File: src/rtl/core/usb_endpoint_transfer_sequencer_defines.svh
// Assertion macros shared by the endpoint transfer sequencer RTL.
// Depends on nothing; included by the modules that check their own logic.
`ifndef USB_ENDPOINT_TRANSFER_SEQUENCER_DEFINES_SVH
`define USB_ENDPOINT_TRANSFER_SEQUENCER_DEFINES_SVH

// same-cycle implication
`define UETS_ASSERT_IMPLY(name, clk, rst, ante, cons, msg) \
   name: assert property (@(posedge clk) disable iff (rst) (ante) |-> (cons)) \
      else $error(msg);

// next-cycle implication
`define UETS_ASSERT_NEXT(name, clk, rst, ante, cons, msg) \
   name: assert property (@(posedge clk) disable iff (rst) (ante) |=> (cons)) \
      else $error(msg);

`endif

File: src/rtl/core/uets_pkg.sv
// Shared types and constants for the endpoint transfer sequencer.
// Depends on nothing; imported by every module of the block.
package uets_pkg;

   localparam int EP_SLOTS = 32;
   localparam int EP_W     = 5;
   localparam int EP_AW    = (EP_SLOTS > 1) ? $clog2(EP_SLOTS) : 1;

   localparam int CMDQ_DEPTH = 2;
   localparam int CMDQ_AW    = $clog2(CMDQ_DEPTH);
   localparam int RSPQ_DEPTH = 4;
   localparam int RSPQ_AW    = $clog2(RSPQ_DEPTH);

   localparam logic [2:0] KIND_SET_MP    = 3'd0;
   localparam logic [2:0] KIND_START     = 3'd1;
   localparam logic [2:0] KIND_DONE      = 3'd2;
   localparam logic [2:0] KIND_SETUP     = 3'd3;
   localparam logic [2:0] KIND_BUS_RESET = 3'd4;

   localparam logic [1:0] ACT_ARM      = 2'd0;
   localparam logic [1:0] ACT_DELIVER  = 2'd1;
   localparam logic [1:0] ACT_SET_ADDR = 2'd2;

   localparam logic [7:0] REQ_SET_ADDRESS = 8'd5;
   localparam logic [7:0] REQ_SET_CONFIG  = 8'd9;
   localparam logic [9:0] EP0_MAX_PACKET  = 10'd64;

   typedef struct packed {
      logic [2:0]      kind;
      logic [EP_W-1:0] ep;
      logic [15:0]     len;
      logic [9:0]      plim;
      logic [9:0]      rlen;
      logic            set_addr;
      logic            set_cfg;
      logic [7:0]      addr;
   } cmd_type;

   typedef struct packed {
      logic [1:0]      action;
      logic [EP_W-1:0] target_endpoint;
      logic [9:0]      byte_count;
      logic            data_pid;
      logic            buffer_full;
      logic            last_buffer;
      logic [7:0]      device_address;
      logic            configured;
      logic            last_result;
   } rsp_type;

endpackage

File: src/rtl/core/uets_front.sv
// Front end: takes request beats, drops the ones that do nothing, decodes the rest.
// Depends on uets_pkg.
module uets_front (
   input  logic                   push,
   output logic                   full,
   input  logic [2:0]             req_kind,
   input  logic [uets_pkg::EP_W-1:0] req_endpoint,
   input  logic [15:0]            req_transfer_length,
   input  logic [9:0]             req_packet_limit,
   input  logic [9:0]             req_received_length,
   input  logic [7:0]             req_request_code,
   input  logic [15:0]            req_request_value,
   input  logic                   q_full,
   output logic                   q_push,
   output uets_pkg::cmd_type      q_cmd
);
   import uets_pkg::*;

   logic ep_ok;
   logic keep;

   assign ep_ok = ({1'b0, req_endpoint} < (EP_W + 1)'(EP_SLOTS));

   always_comb begin
      q_cmd          = '0;
      q_cmd.kind     = req_kind;
      q_cmd.ep       = req_endpoint;
      q_cmd.len      = req_transfer_length;
      q_cmd.plim     = req_packet_limit;
      q_cmd.rlen     = req_received_length;
      q_cmd.set_addr = (req_request_code == REQ_SET_ADDRESS);
      q_cmd.set_cfg  = (req_request_code == REQ_SET_CONFIG);
      q_cmd.addr     = req_request_value[7:0];
      case (req_kind)
         KIND_SET_MP, KIND_START, KIND_DONE: begin
            keep = ep_ok;
         end
         KIND_SETUP: begin
            keep     = 1'b1;
            q_cmd.ep = '0;
         end
         KIND_BUS_RESET: begin
            keep = 1'b1;
         end
         default: begin
            keep = 1'b0;
         end
      endcase
   end

   assign full   = q_full;
   assign q_push = push & ~q_full & keep;

endmodule

File: src/rtl/core/uets_cmd_queue.sv
// Short command queue between the front end and the back end.
// Depends on uets_pkg.
module uets_cmd_queue (
   input  logic              clock,
   input  logic              reset,
   input  logic              wr_en,
   input  uets_pkg::cmd_type wr_data,
   output logic              full_o,
   input  logic              rd_en,
   output logic              valid_o,
   output uets_pkg::cmd_type rd_data
);
   import uets_pkg::*;

   cmd_type              ent_ff [CMDQ_DEPTH];
   logic [CMDQ_AW-1:0]   wr_ptr_ff, wr_ptr_in;
   logic [CMDQ_AW-1:0]   rd_ptr_ff, rd_ptr_in;
   logic [CMDQ_AW:0]     count_ff, count_in;
   logic                 do_wr, do_rd;

   assign full_o  = (count_ff == (CMDQ_AW + 1)'(CMDQ_DEPTH));
   assign valid_o = (count_ff != '0);
   assign rd_data = ent_ff[rd_ptr_ff];
   assign do_wr   = wr_en & ~full_o;
   assign do_rd   = rd_en & valid_o;

   always_comb begin
      wr_ptr_in = do_wr ? wr_ptr_ff + 1'b1 : wr_ptr_ff;
      rd_ptr_in = do_rd ? rd_ptr_ff + 1'b1 : rd_ptr_ff;
      count_in  = count_ff + (CMDQ_AW + 1)'(do_wr) - (CMDQ_AW + 1)'(do_rd);
   end

   always_ff @(posedge clock) begin
      if (reset) begin
         wr_ptr_ff <= '0;
         rd_ptr_ff <= '0;
         count_ff  <= '0;
      end else begin
         wr_ptr_ff <= wr_ptr_in;
         rd_ptr_ff <= rd_ptr_in;
         count_ff  <= count_in;
      end
   end

   always_ff @(posedge clock) begin
      if (do_wr) begin
         ent_ff[wr_ptr_ff] <= wr_data;
      end
   end

endmodule

File: src/rtl/core/uets_rsp_queue.sv
// Result queue: takes up to two results a cycle, hands out one a cycle while popped.
// Depends on uets_pkg.
module uets_rsp_queue (
   input  logic                    clock,
   input  logic                    reset,
   input  logic [1:0]              wr_cnt,
   input  uets_pkg::rsp_type [1:0] wr_data,
   output logic                    room_o,
   input  logic                    pop,
   output logic                    empty,
   output uets_pkg::rsp_type       head
);
   import uets_pkg::*;

   rsp_type             ent_ff [RSPQ_DEPTH];
   logic [RSPQ_AW-1:0]  wr_ptr_ff, wr_ptr_in;
   logic [RSPQ_AW-1:0]  rd_ptr_ff, rd_ptr_in;
   logic [RSPQ_AW:0]    count_ff, count_in;
   logic                do_rd;

   assign empty  = (count_ff == '0);
   assign head   = ent_ff[rd_ptr_ff];
   assign room_o = (count_ff <= (RSPQ_AW + 1)'(RSPQ_DEPTH - 2));
   assign do_rd  = pop & ~empty;

   always_comb begin
      wr_ptr_in = wr_ptr_ff + RSPQ_AW'(wr_cnt);
      rd_ptr_in = do_rd ? rd_ptr_ff + 1'b1 : rd_ptr_ff;
      count_in  = count_ff + (RSPQ_AW + 1)'(wr_cnt) - (RSPQ_AW + 1)'(do_rd);
   end

   always_ff @(posedge clock) begin
      if (reset) begin
         wr_ptr_ff <= '0;
         rd_ptr_ff <= '0;
         count_ff  <= '0;
      end else begin
         wr_ptr_ff <= wr_ptr_in;
         rd_ptr_ff <= rd_ptr_in;
         count_ff  <= count_in;
      end
   end

   always_ff @(posedge clock) begin
      if (wr_cnt != 2'd0) begin
         ent_ff[wr_ptr_ff] <= wr_data[0];
      end
      if (wr_cnt == 2'd2) begin
         ent_ff[wr_ptr_ff + 1'b1] <= wr_data[1];
      end
   end

endmodule

File: src/rtl/core/uets_back.sv
// Back end: endpoint tables, toggle bits and device state; carries out one command
// per read/execute pair. Depends on uets_pkg and the sequencer defines header.
module uets_back (
   input  logic                    clock,
   input  logic                    reset,
   input  logic                    cmd_valid,
   input  uets_pkg::cmd_type       cmd_head,
   output logic                    cmd_pop,
   input  logic                    rsp_room,
   output logic [1:0]              rsp_cnt,
   output uets_pkg::rsp_type [1:0] rsp_wr
);
   import uets_pkg::*;
   `include "usb_endpoint_transfer_sequencer_defines.svh"

   localparam logic ST_IDLE = 1'b0;
   localparam logic ST_EXEC = 1'b1;

   logic [15:0]          rem_mem [EP_SLOTS];
   logic [9:0]           mp_mem  [EP_SLOTS];
   logic [EP_SLOTS-1:0]  rem_vld_ff, rem_vld_in;
   logic [EP_SLOTS-1:0]  mp_vld_ff, mp_vld_in;

   logic                 state_ff, state_in;
   cmd_type              cmd_ff;
   logic [15:0]          rem_a_ff, rem_b_ff;
   logic [9:0]           mp_a_ff;
   logic                 rem_a_vld_ff, rem_b_vld_ff, mp_a_vld_ff;
   logic [EP_SLOTS-1:0]  tog_ff, tog_in, tog_base;
   logic [7:0]           paddr_ff, paddr_in;
   logic                 pend_ff, pend_in;
   logic                 cfg_ff, cfg_in;

   logic [EP_AW-1:0]     rd_addr, ep_ix;
   logic                 exec;
   logic [15:0]          rem_a, rem_b, arm_rem, chunk, new_rem;
   logic [9:0]           mp_a;
   logic                 rem_we, mp_we;
   logic                 arm_a, arm_b, set_addr_r, bus_rst, deliver;
   logic [2:0]           n_rsp;
   rsp_type              arm_a_rsp, arm_b_rsp, sa_rsp, del_rsp, first_rsp;

   assign cmd_pop = (state_ff == ST_IDLE) & cmd_valid & rsp_room;
   assign exec    = (state_ff == ST_EXEC);
   assign rd_addr = cmd_head.ep[EP_AW-1:0];
   assign ep_ix   = cmd_ff.ep[EP_AW-1:0];

   always_comb begin
      case (state_ff)
         ST_IDLE: state_in = cmd_pop ? ST_EXEC : ST_IDLE;
         default: state_in = ST_IDLE;
      endcase
   end

   // read the tables as the command leaves the queue
   always_ff @(posedge clock) begin
      if (cmd_pop) begin
         cmd_ff       <= cmd_head;
         rem_a_ff     <= rem_mem[rd_addr];
         mp_a_ff      <= mp_mem[rd_addr];
         rem_b_ff     <= rem_mem[EP_AW'(1)];
         rem_a_vld_ff <= rem_vld_ff[rd_addr];
         mp_a_vld_ff  <= mp_vld_ff[rd_addr];
         rem_b_vld_ff <= rem_vld_ff[EP_AW'(1)];
      end
      if (rem_we) begin
         rem_mem[ep_ix] <= new_rem;
      end
      if (mp_we) begin
         mp_mem[ep_ix] <= cmd_ff.plim;
      end
   end

   always_comb begin
      rem_a = rem_a_vld_ff ? rem_a_ff : 16'd0;
      rem_b = rem_b_vld_ff ? rem_b_ff : 16'd0;
      if (mp_a_vld_ff) begin
         mp_a = mp_a_ff;
      end else if (cmd_ff.ep inside {EP_W'(0), EP_W'(1)}) begin
         mp_a = EP0_MAX_PACKET;
      end else begin
         mp_a = 10'd0;
      end
      arm_rem = (cmd_ff.kind == KIND_START) ? cmd_ff.len : rem_a;
      chunk   = (arm_rem > {6'd0, mp_a}) ? {6'd0, mp_a} : arm_rem;
      new_rem = arm_rem - chunk;
   end

   always_comb begin
      rem_we     = 1'b0;
      mp_we      = 1'b0;
      arm_a      = 1'b0;
      arm_b      = 1'b0;
      set_addr_r = 1'b0;
      bus_rst    = 1'b0;
      deliver    = 1'b0;
      pend_in    = pend_ff;
      paddr_in   = paddr_ff;
      cfg_in     = cfg_ff;
      tog_base   = tog_ff;
      if (exec) begin
         case (cmd_ff.kind)
            KIND_SET_MP: begin
               mp_we = 1'b1;
            end
            KIND_START: begin
               arm_a  = (rem_a == 16'd0);
               rem_we = (rem_a == 16'd0);
            end
            KIND_DONE: begin
               if (rem_a != 16'd0) begin
                  arm_a  = 1'b1;
                  rem_we = 1'b1;
               end else if (cmd_ff.ep == EP_W'(0)) begin
                  set_addr_r = pend_ff;
                  pend_in    = 1'b0;
                  arm_b      = (rem_b == 16'd0);
               end else if (cmd_ff.ep > EP_W'(1)) begin
                  deliver = 1'b1;
               end
            end
            KIND_SETUP: begin
               tog_base[0] = 1'b1;
               if (cmd_ff.set_addr) begin
                  paddr_in = cmd_ff.addr;
                  pend_in  = 1'b1;
               end else if (cmd_ff.set_cfg) begin
                  cfg_in = 1'b1;
               end
               arm_a = (rem_a == 16'd0);
            end
            KIND_BUS_RESET: begin
               bus_rst = 1'b1;
               pend_in = 1'b0;
               cfg_in  = 1'b0;
            end
            default: begin
               arm_a = 1'b0;
            end
         endcase
      end
      tog_in = tog_base;
      if (arm_a) begin
         tog_in[ep_ix] = ~tog_base[ep_ix];
      end
      if (arm_b) begin
         tog_in[1] = ~tog_base[1];
      end
   end

   always_comb begin
      arm_a_rsp                 = '0;
      arm_a_rsp.action          = ACT_ARM;
      arm_a_rsp.target_endpoint = cmd_ff.ep;
      arm_a_rsp.byte_count      = chunk[9:0];
      arm_a_rsp.data_pid        = tog_base[ep_ix];
      arm_a_rsp.buffer_full     = ~cmd_ff.ep[0];
      arm_a_rsp.last_buffer     = ~cmd_ff.ep[0] & (new_rem == 16'd0);
      arm_a_rsp.configured      = cfg_in;

      arm_b_rsp                 = '0;
      arm_b_rsp.action          = ACT_ARM;
      arm_b_rsp.target_endpoint = EP_W'(1);
      arm_b_rsp.data_pid        = tog_base[1];
      arm_b_rsp.configured      = cfg_in;

      sa_rsp                    = '0;
      sa_rsp.action             = ACT_SET_ADDR;
      sa_rsp.device_address     = bus_rst ? 8'd0 : paddr_ff;
      sa_rsp.configured         = cfg_in;

      del_rsp                   = '0;
      del_rsp.action            = ACT_DELIVER;
      del_rsp.target_endpoint   = cmd_ff.ep;
      del_rsp.byte_count        = cmd_ff.rlen;
      del_rsp.configured        = cfg_in;

      if (set_addr_r | bus_rst) begin
         first_rsp = sa_rsp;
      end else if (deliver) begin
         first_rsp = del_rsp;
      end else if (arm_a) begin
         first_rsp = arm_a_rsp;
      end else begin
         first_rsp = arm_b_rsp;
      end

      n_rsp = 3'(set_addr_r) + 3'(bus_rst) + 3'(deliver) + 3'(arm_a) + 3'(arm_b);
      rsp_cnt = n_rsp[1:0];
      rsp_wr[0]             = first_rsp;
      rsp_wr[0].last_result = (n_rsp == 3'd1);
      rsp_wr[1]             = arm_b_rsp;
      rsp_wr[1].last_result = 1'b1;
   end

   always_comb begin
      rem_vld_in = rem_vld_ff;
      mp_vld_in  = mp_vld_ff;
      if (rem_we) begin
         rem_vld_in[ep_ix] = 1'b1;
      end
      if (mp_we) begin
         mp_vld_in[ep_ix] = 1'b1;
      end
   end

   always_ff @(posedge clock) begin
      if (reset) begin
         state_ff   <= ST_IDLE;
         rem_vld_ff <= '0;
         mp_vld_ff  <= '0;
         tog_ff     <= EP_SLOTS'(1);
         paddr_ff   <= '0;
         pend_ff    <= 1'b0;
         cfg_ff     <= 1'b0;
      end else begin
         state_ff   <= state_in;
         rem_vld_ff <= rem_vld_in;
         mp_vld_ff  <= mp_vld_in;
         tog_ff     <= tog_in;
         paddr_ff   <= paddr_in;
         pend_ff    <= pend_in;
         cfg_ff     <= cfg_in;
      end
   end

   `UETS_ASSERT_NEXT(a_exec_one_cycle, clock, reset, state_ff == ST_EXEC, state_ff == ST_IDLE, "execute state held")
   `UETS_ASSERT_IMPLY(a_push_follows_pop, clock, reset, rsp_cnt != 2'd0, $past(cmd_pop), "result without command")
   `UETS_ASSERT_IMPLY(a_single_is_last, clock, reset, rsp_cnt == 2'd1, rsp_wr[0].last_result, "lone result not last")
   `UETS_ASSERT_IMPLY(a_pair_order, clock, reset, rsp_cnt == 2'd2, rsp_wr[1].last_result && !rsp_wr[0].last_result, "bad last marks on pair")

endmodule

File: src/rtl/core/usb_endpoint_transfer_sequencer.sv
// Kept requests pass the command queue, a registered table read, an execute step and the
// result queue; one leaves the command queue only once the back end is back to idle and
// the result queue has room. Kept requests that give no result still take a slot. Up to
// two results per request drain at one per cycle, while popped, through a four-entry queue.
// Reset: synchronous; queues empty and tables read as reset values at once (no sweep).
module usb_endpoint_transfer_sequencer (
   input  logic                      clock,
   input  logic                      reset,
   input  logic                      push,
   output logic                      full,
   input  logic [2:0]                req_kind,
   input  logic [uets_pkg::EP_W-1:0] req_endpoint,
   input  logic [15:0]               req_transfer_length,
   input  logic [9:0]                req_packet_limit,
   input  logic [9:0]                req_received_length,
   input  logic [7:0]                req_request_code,
   input  logic [15:0]               req_request_value,
   output logic                      empty,
   input  logic                      pop,
   output logic [1:0]                rsp_action,
   output logic [uets_pkg::EP_W-1:0] rsp_target_endpoint,
   output logic [9:0]                rsp_byte_count,
   output logic                      rsp_data_pid,
   output logic                      rsp_buffer_full,
   output logic                      rsp_last_buffer,
   output logic [7:0]                rsp_device_address,
   output logic                      rsp_configured,
   output logic                      rsp_last_result
);
   import uets_pkg::*;

   logic           q_push, q_full, q_valid, q_pop;
   cmd_type        q_cmd, q_head;
   logic           rsp_room;
   logic [1:0]     rsp_cnt;
   rsp_type [1:0]  rsp_wr;
   rsp_type        head;

   uets_front u_front (
      .push                (push),
      .full                (full),
      .req_kind            (req_kind),
      .req_endpoint        (req_endpoint),
      .req_transfer_length (req_transfer_length),
      .req_packet_limit    (req_packet_limit),
      .req_received_length (req_received_length),
      .req_request_code    (req_request_code),
      .req_request_value   (req_request_value),
      .q_full              (q_full),
      .q_push              (q_push),
      .q_cmd               (q_cmd)
   );

   uets_cmd_queue u_cmd_queue (
      .clock   (clock),
      .reset   (reset),
      .wr_en   (q_push),
      .wr_data (q_cmd),
      .full_o  (q_full),
      .rd_en   (q_pop),
      .valid_o (q_valid),
      .rd_data (q_head)
   );

   uets_back u_back (
      .clock     (clock),
      .reset     (reset),
      .cmd_valid (q_valid),
      .cmd_head  (q_head),
      .cmd_pop   (q_pop),
      .rsp_room  (rsp_room),
      .rsp_cnt   (rsp_cnt),
      .rsp_wr    (rsp_wr)
   );

   uets_rsp_queue u_rsp_queue (
      .clock   (clock),
      .reset   (reset),
      .wr_cnt  (rsp_cnt),
      .wr_data (rsp_wr),
      .room_o  (rsp_room),
      .pop     (pop),
      .empty   (empty),
      .head    (head)
   );

   assign rsp_action          = head.action;
   assign rsp_target_endpoint = head.target_endpoint;
   assign rsp_byte_count      = head.byte_count;
   assign rsp_data_pid        = head.data_pid;
   assign rsp_buffer_full     = head.buffer_full;
   assign rsp_last_buffer     = head.last_buffer;
   assign rsp_device_address  = head.device_address;
   assign rsp_configured      = head.configured;
   assign rsp_last_result     = head.last_result;

endmodule

File: config.mk
export PLATFORM = sky130hd
export DESIGN_NAME = usb_endpoint_transfer_sequencer
export DESIGN_NICKNAME = d
export VERILOG_FILES = /design/src/rtl/core/uets_pkg.sv /design/src/rtl/core/uets_front.sv /design/src/rtl/core/uets_cmd_queue.sv /design/src/rtl/core/uets_rsp_queue.sv /design/src/rtl/core/uets_back.sv /design/src/rtl/core/usb_endpoint_transfer_sequencer.sv
export VERILOG_INCLUDE_DIRS = /design/src /design/src/rtl/core
export SDC_FILE = /design/constraint.sdc
export NUM_CORES = 2
export LEC_CHECK = 0
export ABC_AREA = 1
export BUFFER_PORTS_ARGS = -buffer_cell sky130_fd_sc_hd__buf_2
export CAP_MARGIN = 10
export CORE_ASPECT_RATIO = 2
export CORE_UTILIZATION = 45
export CTS_CLUSTER_SIZE = 20
export DETAILED_ROUTE_END_ITERATION = 7
export PLACE_DENSITY = 0.7
export SYNTH_ARGS = -nofsm -noshare
export SYNTH_HDL_FRONTEND = slang
export SYNTH_SLANG_ARGS = --single-unit
File: constraint.sdc
create_clock -name clock -period 6.4 [get_ports clock]
set_input_delay 0.64 -clock clock [delete_from_list [all_inputs] [get_ports clock]]
set_output_delay 0.64 -clock clock [all_outputs]
set_load 0.05 [all_outputs]
* Word-level counts from Yosys, hierarchy flattened *
Memories as Yosys holds them, arrays and structs flattened. A register that Yosys moved wholly into a read port is not among the register bits.
Cells that the tools add are included.
W data, S select, Z words.

word-level totals
  register bits = 175
  latch bits = 0
  memory bits (writable) = 1060
  memory bits (read-only) = 0
  input port bits = 72
  output and inout bits = 32
  word-level logic and storage cells = 173
  memories = 4

memory list
  memory              depth  bits a word  rd ports  clocked after memory_dff  write ports  line                  RTL
  u_back.rem_mem      32     16           2         2                         1            uets_back.sv:19       logic [15:0] rem_mem [EP_SLOTS];
  u_back.mp_mem       32     10           1         1                         1            uets_back.sv:20       logic [9:0] mp_mem [EP_SLOTS];
  u_rsp_queue.ent_ff  4      30           1         1                         2            uets_rsp_queue.sv:15  rsp_type ent_ff [RSPQ_DEPTH];
  u_cmd_queue.ent_ff  2      54           1         1                         1            uets_cmd_queue.sv:15  cmd_type ent_ff [CMDQ_DEPTH];

cells by class
  $add $sub $neg = 14
  multipliers = 0
  divide/modulo/power cells = 0
  magnitude comparators = 6
  equality and inequality tests = 17
  shift-type cells = 0
  multiplexer cells = 70
  bitwise gates (word level) = 17
  reduce and logical (&&, ||, !) cells = 19

operators by type and width
  operator              number
  $mux W16              4
  $or A32 B32 Y32       2
  $mux W30              2
  $logic_not A16 Y1     3
  $mux W1               47
  $bwmux W32            1
  $mux W28              1
  $gt A16 B10 Y1        1
  $reduce_bool A16 Y1   1
  $sub A16 B16 Y16      1
  $bmux W1 S5           3
  $eq A3 B2 Y1 const B  4
  $lt A5 B6 Y1 const B  2
  $mux W10              1
  $add A3 B1 Y3         3
  $eq A3 B1 Y1 const B  3
  $logic_not A3 Y1      3
  $and A1 B1 Y1         8
  $eq A8 B3 Y1 const B  1
  $eq A8 B4 Y1 const B  1
  $mux W8               1
  $reduce_bool A2 Y1    4
  $mux W7               1
  $eq A3 B3 Y1 const B  2
  other kinds (29)      43

* Depth between registers and ports, before layout *
  word-level depth = 12
  gate-level depth with buffers = 34
  depth with buffers taken out = 33

* Hierarchy *
From an unflattened synthesis, not the netlist that was laid out.

unflattened totals
  cells, all modules = 4433
  area, all modules = 53548.9 sq um

by module, submodules not included
  module          times used  cells an instance  area an instance (sq um)  seq. area each (sq um)
  uets_back       1           3492               42136.7                   30098.9
  uets_rsp_queue  1           655                6530.0                    3783.6
  uets_cmd_queue  1           207                4401.7                    3343.2
  uets_front      1           79                 480.5                     0.0

* Least setup slack after synthesis *
No wires, ideal clock.

  kind = register -> register
  from = register u_back.cmd_ff[53] (netlist bit)
  to = memory u_rsp_queue.ent_ff[2][10] (netlist bit)
  setup time = 0.113 ns
  data arrival time = 4.508 ns
  required time = 6.287 ns
  setup slack = 1.779 ns
  cell stages (with the launch flop) = 32
  buffers on the path = 3
  period minus slack after synthesis = 4.621 ns
  cells stage by stage = edfxtp_1 > inv_2 > nand3_4 > buf_6 > clkbuf_1 > o21ai_0 > inv_1 > ha_1 > a21oi_1 > nor2_1 > a211oi_1 > nand2_1 > nand2_2 > nand2_4 > nand2_1 > inv_2 > buf_4 > nand2_1 > o21ai_1 > ha_1 > inv_1 > ha_1 > inv_1 > nand2_4 > xor2_1 > nor2_1 > nand3_1 > nor2_1 > nand3_1 > nor2_2 > nand3_1 > nand2_1

RTL lines
  what                    line                  RTL
  from (decl)             uets_back.sv:25       cmd_type cmd_ff;
  from (signal assigned)  uets_back.sv:58       cmd_ff <= cmd_head;
  to (decl)               uets_rsp_queue.sv:15

==> results.yml <==
logic_synthesis:
  yosysSeqAreaShare_pct: 70.7
  ys_warn_count: 0
  synthesis.area_um2: 51000
  synth-edff-count: 1047
  ys_ff_latch: 1280
  avgSynthCellArea_um2: 11.9
  synth_nets: 4402
  ys_types: 56
  async_flop_share_pct: 0
  synthCells: 4300
  synthFlopType: "edfxtp_1"
floorplan:
  floorplan.initialDensity_pct: 45.4
  io_pins: 104
  die_w_um: 240
  dieArea_um2: 115000
  core_um2: 112000
  fp.dieH_um: 478
  rows: 174
clock_tree:
  clock_latency_ns: 0.72
  cts_max_path_buffers: 3
  hold_buffers: 0
  cts_resized: 0
  cts-root-buf: "clkbuf_16"
  cts_max_level: 3
  cts_tree: "built"
  cts_setup_buffers: 0
  cts_sinks: 1280
  cts_buffers: 99
  clk_transition_reported_paths_ns: 0.07
timing:
  fin_hold_ws_ns: 0.119
  fmax_mhz: 190
  finalClockSkew_ns: 0.0239
  finalSetupViolations: 0
  drv_slew: 0
  min_period_over_period_pct: 82.3
  worst_slew_pin_slew_ns: 1.20
  rsz0062_at_grt: "false"
  hold_viol: 0
  slew_headroom_pct: 19.6
  fin_crit_ns: 5.27
  tns_ns: 0
  finalWorstSetupSlack_ns: 1.13
grt:
  antenna_found_initial: 3
  grt_pass1_wl_um: 206000
  grt_pass1_vias: 34000
  use_met3_pct: 2.90
  grt_max_degree: 171
  busiest_layer: "met2"
  met2_usage_pct: 43.3
  met1_usage_pct: 25.7
  grt_overflow_total: 0
  track_usage_pct: 24.1
worst_hold_path:
  holdPathEnd: "u_cmd_queue.ent_ff[1][29]"
  holdCritStartpoint: "req_packet_limit[9]"
  min_path_type: "primary input to flop"
  whs_path_depth: 1
worst_setup_path:
  cp_max_fo: 22
  reg2regPathDepth: 20
  r2r-start: "u_back.rem_a_vld_ff"
  crit_buf_inv: 2
  crit_chain: "nand2_1 -> nand3_1 -> nor3_2 -> nand2_1 -> inv_1 -> nand2_1 -> nor2_1 -> nand2_1 -> ha_1 -> clkinv_1 -> nor3_2 -> nand2_1 -> or3_1 -> nor2_1 -> nand3_1 -> nor2_1 -> nand3_1 -> nor2_2 -> nand3_1 -> nand2_1"
  crit_family: "simple AND/OR/NAND/NOR gates"
  start_kind: "flop"
  path_common_cell: "nand2_1"
  rrSetupSlack_ns: 1.13
  end_kind: "flop"
  crit_type: "flop to flop"
  crit_slowest_cell: "ha_1"
  arrival_ns: 5.92
  worstPathRequired_ns: 7.05
  slowest_delay_ns: 0.77
  r2r_end: "u_rsp_queue.ent_ff[2][10]"
placement:
  post-dp-hpwl_um: 86500
  gp_congestion: 0.905
  port_buffers: 95
  dp_slack_ns: 1.21
drt:
  wl_per_cell_um: 23.7
  drt_pass1_iterations: 6
  via_per_inst: 5.89
  drt_iter0_markers: 3364
  vias: 34900
  drc: 0
  ant_nets: 0
  wirelength_um: 140000
final_layout:
  final_common_cell: "edfxtp_1"
  syn_to_final_growth_pct: 11.5
  fillerInstances: 9503
  fin_nets: 4438
  layout_common_cells: "edfxtp_1 (1047), nor2_1 (735), o21ai_0 (640), nand2_1 (384), dfxtp_1 (231)"
  drive_gt1_share_pct: 10.9
status:
  status: "finished clean"
pwr:
  p_leak_nw: 19.2
  powerDensity_nw_per_um2: 542
  vdd_drop_max_mv: 0.522
  totalPowerFinal_mw: 30.8
run:
  maxCapViolCount: 0
-- logic make-up (layout without fill, tap and decap cells) --
group | Yosys count | count (layout) | share of synthesized area, %
fa+ha+maj | 30 | 30 | 0.779
xor+xnor | 5 | 5 | 0.0858
other cells | 0 | 2 | 0
flops | 1280 | 1280 | 70.7
simple gates | 1366 | 1366 | 11.0
buf+inv | 447 | 567 | 3.36
compound gates | 1172 | 1172 | 14.1
-- cells in the mapped netlist, types with 4 or more instances --
cell / n / share of area (%)
dfxtp_1: 233 / 9.1
a21oi_1: 53 / 0.52
o2111ai_1: 4 / 0.069
o211a_1: 4 / 0.078
inv_1: 158 / 1.2
inv_2: 9 / 0.066
ha_1: 27 / 0.66
buf_2: 7 / 0.069
or2_2: 7 / 0.086
a211oi_1: 4 / 0.059
o21ai_1: 13 / 0.13
clkbuf_1: 252 / 1.9
a31oi_1: 55 / 0.67
a22o_1: 40 / 0.69
nand3b_1: 6 / 0.088
nor4_1: 5 / 0.061
xor2_1: 4 / 0.069
o21ai_0: 642 / 6.3
nand3_2: 7 / 0.14
nor2_2: 6 / 0.074
nor3_1: 13 / 0.13
clkinv_1: 5 / 0.037
nor2_1: 761 / 5.6
nand4_1: 11 / 0.13
nand2_2: 17 / 0.21
edfxtp_1: 1047 / 62
nand3_1: 131 / 1.3
nand2_1: 385 / 2.8
o22ai_1: 83 / 1.0
o221ai_1: 188 / 3.2
nand2_4: 4 / 0.088
o21a_1: 38 / 0.56
o211ai_1: 35 / 0.51
buf_1: 12 / 0.088
-- metal layers --
layer / share of wire [%] / routed length (um)
met2: 52 / 73400
met5: 0 / 0
met3: 5.8 / 8160
met4: 7.6 / 10700
met1: 34 / 47900
-- where the power goes --
part | switching (mW) | total (mW) | internal [mW]
clock | 2.95 | 6.56 | 3.61
sequential | 0.522 | 13.0 | 12.4
combinational | 8.89 | 11.3 | 2.43
total | 12.4 | 30.8 | 18.5
-- worst max path at each step --
stage | from | to | slack, ns | depth (start not counted)
4_1_cts | u_back.rem_a_vld_ff | u_rsp_queue.ent_ff[2][10] | 1.16 | 20
2_1_floorplan | u_back.cmd_ff[53] | u_rsp_queue.ent_ff[2][10] | 1.78 | 31
6_report | u_back.rem_a_vld_ff | u_rsp_queue.ent_ff[2][10] | 1.13 | 20
5_1_grt | u_back.cmd_ff[53] | u_rsp_queue.ent_ff[1][10] | 0.79 | 27
3_5_place_dp | u_back.rem_a_vld_ff | u_rsp_queue.ent_ff[2][10] | 1.21 | 20
3_3_place_gp | u_back.rem_a_vld_ff | u_rsp_queue.ent_ff[0][10] | 1.27 | 20
-- area by class of cell --
cell class / instances / area (um^2) / share of cell area [%]
repair buffers: 210 / 1450 / 2.54
clock inverters: 58 / 642 / 1.13
clock buffers: 127 / 2820 / 4.95
inverters: 172 / 661 / 1.16
diodes: 2 / 5.00 / 0.00879
flip-flops and latches: 1280 / 36100 / 63.4
multi-input cells: 2573 / 13400 / 23.5
well taps: 1496 / 1870 / 3.29
-- state kept, by name, summed over array words and instances (netlist names), 2 cells and up, named ones only --
| register | cells |
|---|---|
| u_back.rem_b_ff | 16 |
| u_back.mp_a_ff | 10 |
| u_rsp_queue.ent_ff | 120 |
| u_rsp_queue.rd_ptr_ff | 2 |
| u_cmd_queue.ent_ff | 108 |
| u_rsp_queue.count_ff | 3 |
| u_back.tog_ff | 32 |
| u_back.ep_ix | 5 |
| u_cmd_queue.count_ff | 2 |
| u_back.rem_vld_ff | 32 |
| u_back.cmd_ff | 49 |
| u_back.rem_mem | 512 |
| u_rsp_queue.wr_ptr_ff | 2 |
| u_back.mp_vld_ff | 32 |
| u_back.paddr_ff | 8 |
| u_back.mp_mem | 320 |
| u_back.rem_a_ff | 16 |
-- metrics by stage --
step	area [um^2]	instances	util (%)
6_report	56900	5918	50.7
5_1_grt	56900	5918	50.7
4_1_cts	56900	5913	50.6
3_5_place_dp	53400	5728	47.5
3_3_place_gp	53400	5728	47.5
2_1_floorplan	51000	4300	-
No activity file was read; power rests on OpenSTA's default activity.
